**src/rtl/stbs_pkg.sv**
```systemverilog
// ----------------------------------------------------------------------------
// Sorted table package
// Sizes, request and status codes, and the memory request structure shared
// by the sorted table blocks.
// ----------------------------------------------------------------------------
package stbs_pkg;

  localparam int TABLE_DEPTH = 128;
  localparam int IDX_W       = $clog2(TABLE_DEPTH);
  localparam int CNT_W       = $clog2(TABLE_DEPTH + 1);
  // Signed width for the search bounds, which may step one below zero.
  localparam int SPAN_W      = IDX_W + 2;

  localparam int VAL_W       = 32;
  localparam int REQ_W       = 2;
  localparam int STATUS_W    = 2;
  localparam int FIDX_W      = 7;
  localparam int ECNT_W      = 8;

  localparam logic [REQ_W-1:0] REQ_APPEND = 2'd0;
  localparam logic [REQ_W-1:0] REQ_SEARCH = 2'd1;
  localparam logic [REQ_W-1:0] REQ_CLEAR  = 2'd2;

  localparam logic [STATUS_W-1:0] ST_OK    = 2'd0;
  localparam logic [STATUS_W-1:0] ST_MISS  = 2'd1;
  localparam logic [STATUS_W-1:0] ST_FULL  = 2'd2;
  localparam logic [STATUS_W-1:0] ST_EMPTY = 2'd3;

  typedef struct packed {
    logic                    wr_en;
    logic [IDX_W-1:0]        wr_addr;
    logic signed [VAL_W-1:0] wr_data;
    logic [IDX_W-1:0]        rd_addr;
  } ram_req_t;

endpackage

```
**src/rtl/stbs_store.sv**
```systemverilog
// ----------------------------------------------------------------------------
// Sorted table value store
// Single write port, single read port memory with a registered read.
// ----------------------------------------------------------------------------
module stbs_store import stbs_pkg::*; (
  input  logic                    clk,
  input  ram_req_t                req,
  output logic signed [VAL_W-1:0] rd_data
);

  logic signed [VAL_W-1:0] mem [TABLE_DEPTH];
  logic signed [VAL_W-1:0] rd_data_r;

  always_ff @(posedge clk) begin
    if (req.wr_en) begin
      mem[req.wr_addr] <= req.wr_data;
    end
    rd_data_r <= mem[req.rd_addr];
  end

  assign rd_data = rd_data_r;

endmodule

```
**config.mk**
```make
export PLATFORM = sky130hd
export DESIGN_NAME = stbs_store
export DESIGN_NICKNAME = d
export VERILOG_FILES = /design/src/rtl/stbs_pkg.sv /design/src/rtl/stbs_store.sv
export SDC_FILE = /design/constraint.sdc
export NUM_CORES = 2
export LEC_CHECK = 0
export ABC_AREA = 1
export BUFFER_PORTS_ARGS = -buffer_cell sky130_fd_sc_hd__buf_2
export CAP_MARGIN = 40
export CORE_MARGIN = 2
export CORE_UTILIZATION = 37
export DETAILED_ROUTE_END_ITERATION = 10
export PLACE_DENSITY_LB_ADDON = 0.1
export SYNTH_ARGS = -nofsm -noshare
export SYNTH_HDL_FRONTEND = slang
export SYNTH_SLANG_ARGS = --single-unit
export TNS_END_PERCENT = 30
```
**constraint.sdc**
```tcl
create_clock -name clk -period 3.11 [get_ports clk]
set_input_delay 0 -clock clk [delete_from_list [all_inputs] [get_ports clk]]
set_output_delay 0 -clock clk [all_outputs]
set_load 0.1 [all_outputs]
```
==> flow_metrics.py <==
metrics = {
    "sta": {
        "rsz0062_at_grt": "no",
        "setup_viol": 0,
        "fin_setup_tns_ps": 0,
        "fin_crit_sh_pct": 99.3,
        "hold_viol_final": 0,
        "hold_slack_ps": 31.9,
        "skew_ps": 103,
        "min_period_ps": 3090,
        "slew_headroom_pct": 33.3,
        "fmax_ghz": 0.324,
        "worst_pin_slew_ps": 1000,
        "finalWorstSetupSlack_ps": 22.8,
        "drv_slew": 0,
    },
    "yosys": {
        "synth_cell_types": 15,
        "synthesis.area_sq_mm": 0.165,
        "yosysTopAreaCellShare_pct": 74.7,
        "syn_nets": 13400,
        "synth_area_leaders": "edfxtp_1 75%, nand3_1 12%, nand2_1 9.5%, buf_2 1.8%, buf_4 0.39%",
        "synth_seq_area_share_pct": 75.1,
        "synth_warnings": 0,
        "avgSynthCellArea_sq_um": 12.3,
        "ys_ff_latch": 4128,
        "postSynthCellCount": 13400,
        "yosys.area.top_type": "edfxtp_1",
    },
    "floorplanning": {
        "die_width_um": 671,
        "dieArea_sq_mm": 0.450,
        "ios": 80,
        "die_y_um": 671,
        "core_area_sq_mm": 0.442,
        "placement_rows": 244,
        "start_util_pct": 37.2,
    },
    "outcome": {
        "status": "finished clean",
    },
    "cts": {
        "cts_tree": "done",
        "cts_buffer_depth": 4,
        "postCtsSetupRepairBufs": 0,
        "clkSinkCount": 4128,
        "htree_num_levels": 5,
        "clkSlewWorstSetupHoldPaths_ps": 60,
        "root_buffer": "clkbuf_16",
        "clkLatencyLatePin_ps": 1030,
        "cts_made_buffers": 451,
    },
    "power": {
        "power_density_mw_per_mm2": 647,
        "leakagePower_nw": 66.7,
        "total_power_mw": 124,
        "ir_drop_uv": 505,
    },
    "drt": {
        "wl_per_cell_um": 29.3,
        "viasPerCell": 5.53,
        "vias": 111000,
        "first_pass_iters": 6,
        "antenna_left": 0,
        "wirelength_mm": 587,
        "drc": 0,
        "first_iter_violations": 12500,
    },
    "setup_path": {
        "crit_type": "primary input to flip-flop",
        "cp.required_ps": 4070,
        "worstPathArrival_ps": 4050,
        "startpoint_type": "primary input",
        "endpoint_kind": "flip-flop",
        "crit_fanout": 46,
    },
    "placed_design": {
        "place_worst_setup_slack_ps": -80.6,
        "placed_cell_area_sq_mm": 0.177,
        "hpwl_mm": 336,
        "dpl.cell_count": 19100,
        "port_buffers": 79,
        "place.gp.congestion": 0.843,
    },
    "layout": {
        "areaGrowthSynthToFinish_pct": 16.8,
        "final_cells": 20100,
        "stdcell_area_sq_mm": 0.192,
        "fin_util_pct": 43.5,
        "drive_gt1_share_pct": 10.9,
        "nets": 13800,
    },
    "grt": {
        "antenna_found_initial": 44,
        "grt_usage_pct": 25.5,
        "grt_pass1_wl_mm": 821,
        "grt_max_degree": 163,
        "grt-ovfl-total": 0,
        "grt_pass1_vias": 105000,
    },
    "worst_hold_path": {
        "hp-class": "primary input to flip-flop",
    },
    "run": {
        "drv_cap": 0,
    },
}
-- critical path: stages --
cell           delay [ps]
dlygate4sd3_1         560
buf_8                 200
inv_8                 370
buf_12                380
buf_4                 450
nand3_1               130
nand3_1               150
nand3_1               400
nand3_1               480
nand3_1               110
dlygate4sd3_1         590
nand2_1                60
-- sequential cells by signal (all words and copies together) (netlist names) --
register / count
mem: 4096
rd_data: 32
-- cell usage in the layout, fill, tap and decap left out, drive strengths merged, types with 8 or more instances in the layout --
cell type | netlist | layout
buf | 800 | 741
bufinv | 0 | 47
clkbuf | 109 | 562
clkinv | 0 | 183
clkinvlp | 0 | 20
dfxtp | 32 | 32
diode | 0 | 33
dlygate4sd3 | 0 | 67
edfxtp | 4096 | 4096
inv | 24 | 38
nand2 | 4151 | 4151
nand3 | 4035 | 4035
nor2 | 134 | 134
nor3 | 8 | 8
-- path summary, 6_finish.rpt --
| check | from | to | slack [ps] | depth (start not counted) |
|---|---|---|---|---|
| worst min-delay path | req[21] | mem[48][14] | 30 | 2 |
| worst min register to register | mem[98][15] | rd_data[15] | 880 | 8 |
| worst max-delay path | req[2] | rd_data[3] | 20 | 12 |
| worst max register to register | mem[109][3] | rd_data[3] | 630 | 9 |
-- cell type report --
class | count | area [sq um]
Clock inverter | 264 | 2790
Sequential cell | 4128 | 124000
Clock buffer | 562 | 11900
Antenna cell | 33 | 82.6
Timing Repair Buffer | 810 | 9070
Multi-Input combinational cell | 8328 | 37300
Inverter | 24 | 143
Fill cell | 40300 | 250000
Tap cell | 5904 | 7390
-- where the power goes --
part | total (mW) | switching (mW) | internal, mW
registers | 61.6 | 0.220 | 61.4
clock network | 53.9 | 22.8 | 31.1
logic | 8.88 | 6.73 | 2.15
-- layer usage --
layer  global-route usage (%)  vias up  part of all wire (%)
met1                     36.3    56900                    44
li1                         -    48800                     -
met3                     3.66      727                   7.2
met4                     7.89        8                   3.4
met2                     40.3     4457                    46
met5                        0        -                 0.016
-- logic make-up after synthesis --
family	count (synthesis)	share of synthesized area [%]
DFF	4128	75.1
buffers and inverters	933	2.84
and+or+nand+nor	8328	22.1
-- what timing repair did --
action | 4_1_cts | 5_1_grt
hold buffers | 68 | 1
gates resized for setup | 0 | 2
setup endpoints to repair | 0 | 21
hold endpoints to repair | 4401 | 16
-- Yosys cell counts, drive strengths merged --
cell	count
nand2	4151
edfxtp	4096
nand3	4035
buf	800
nor2	134
clkbuf	109
dfxtp	32
inv	24
nor3	8
Power figures use the tool's default switching activity.
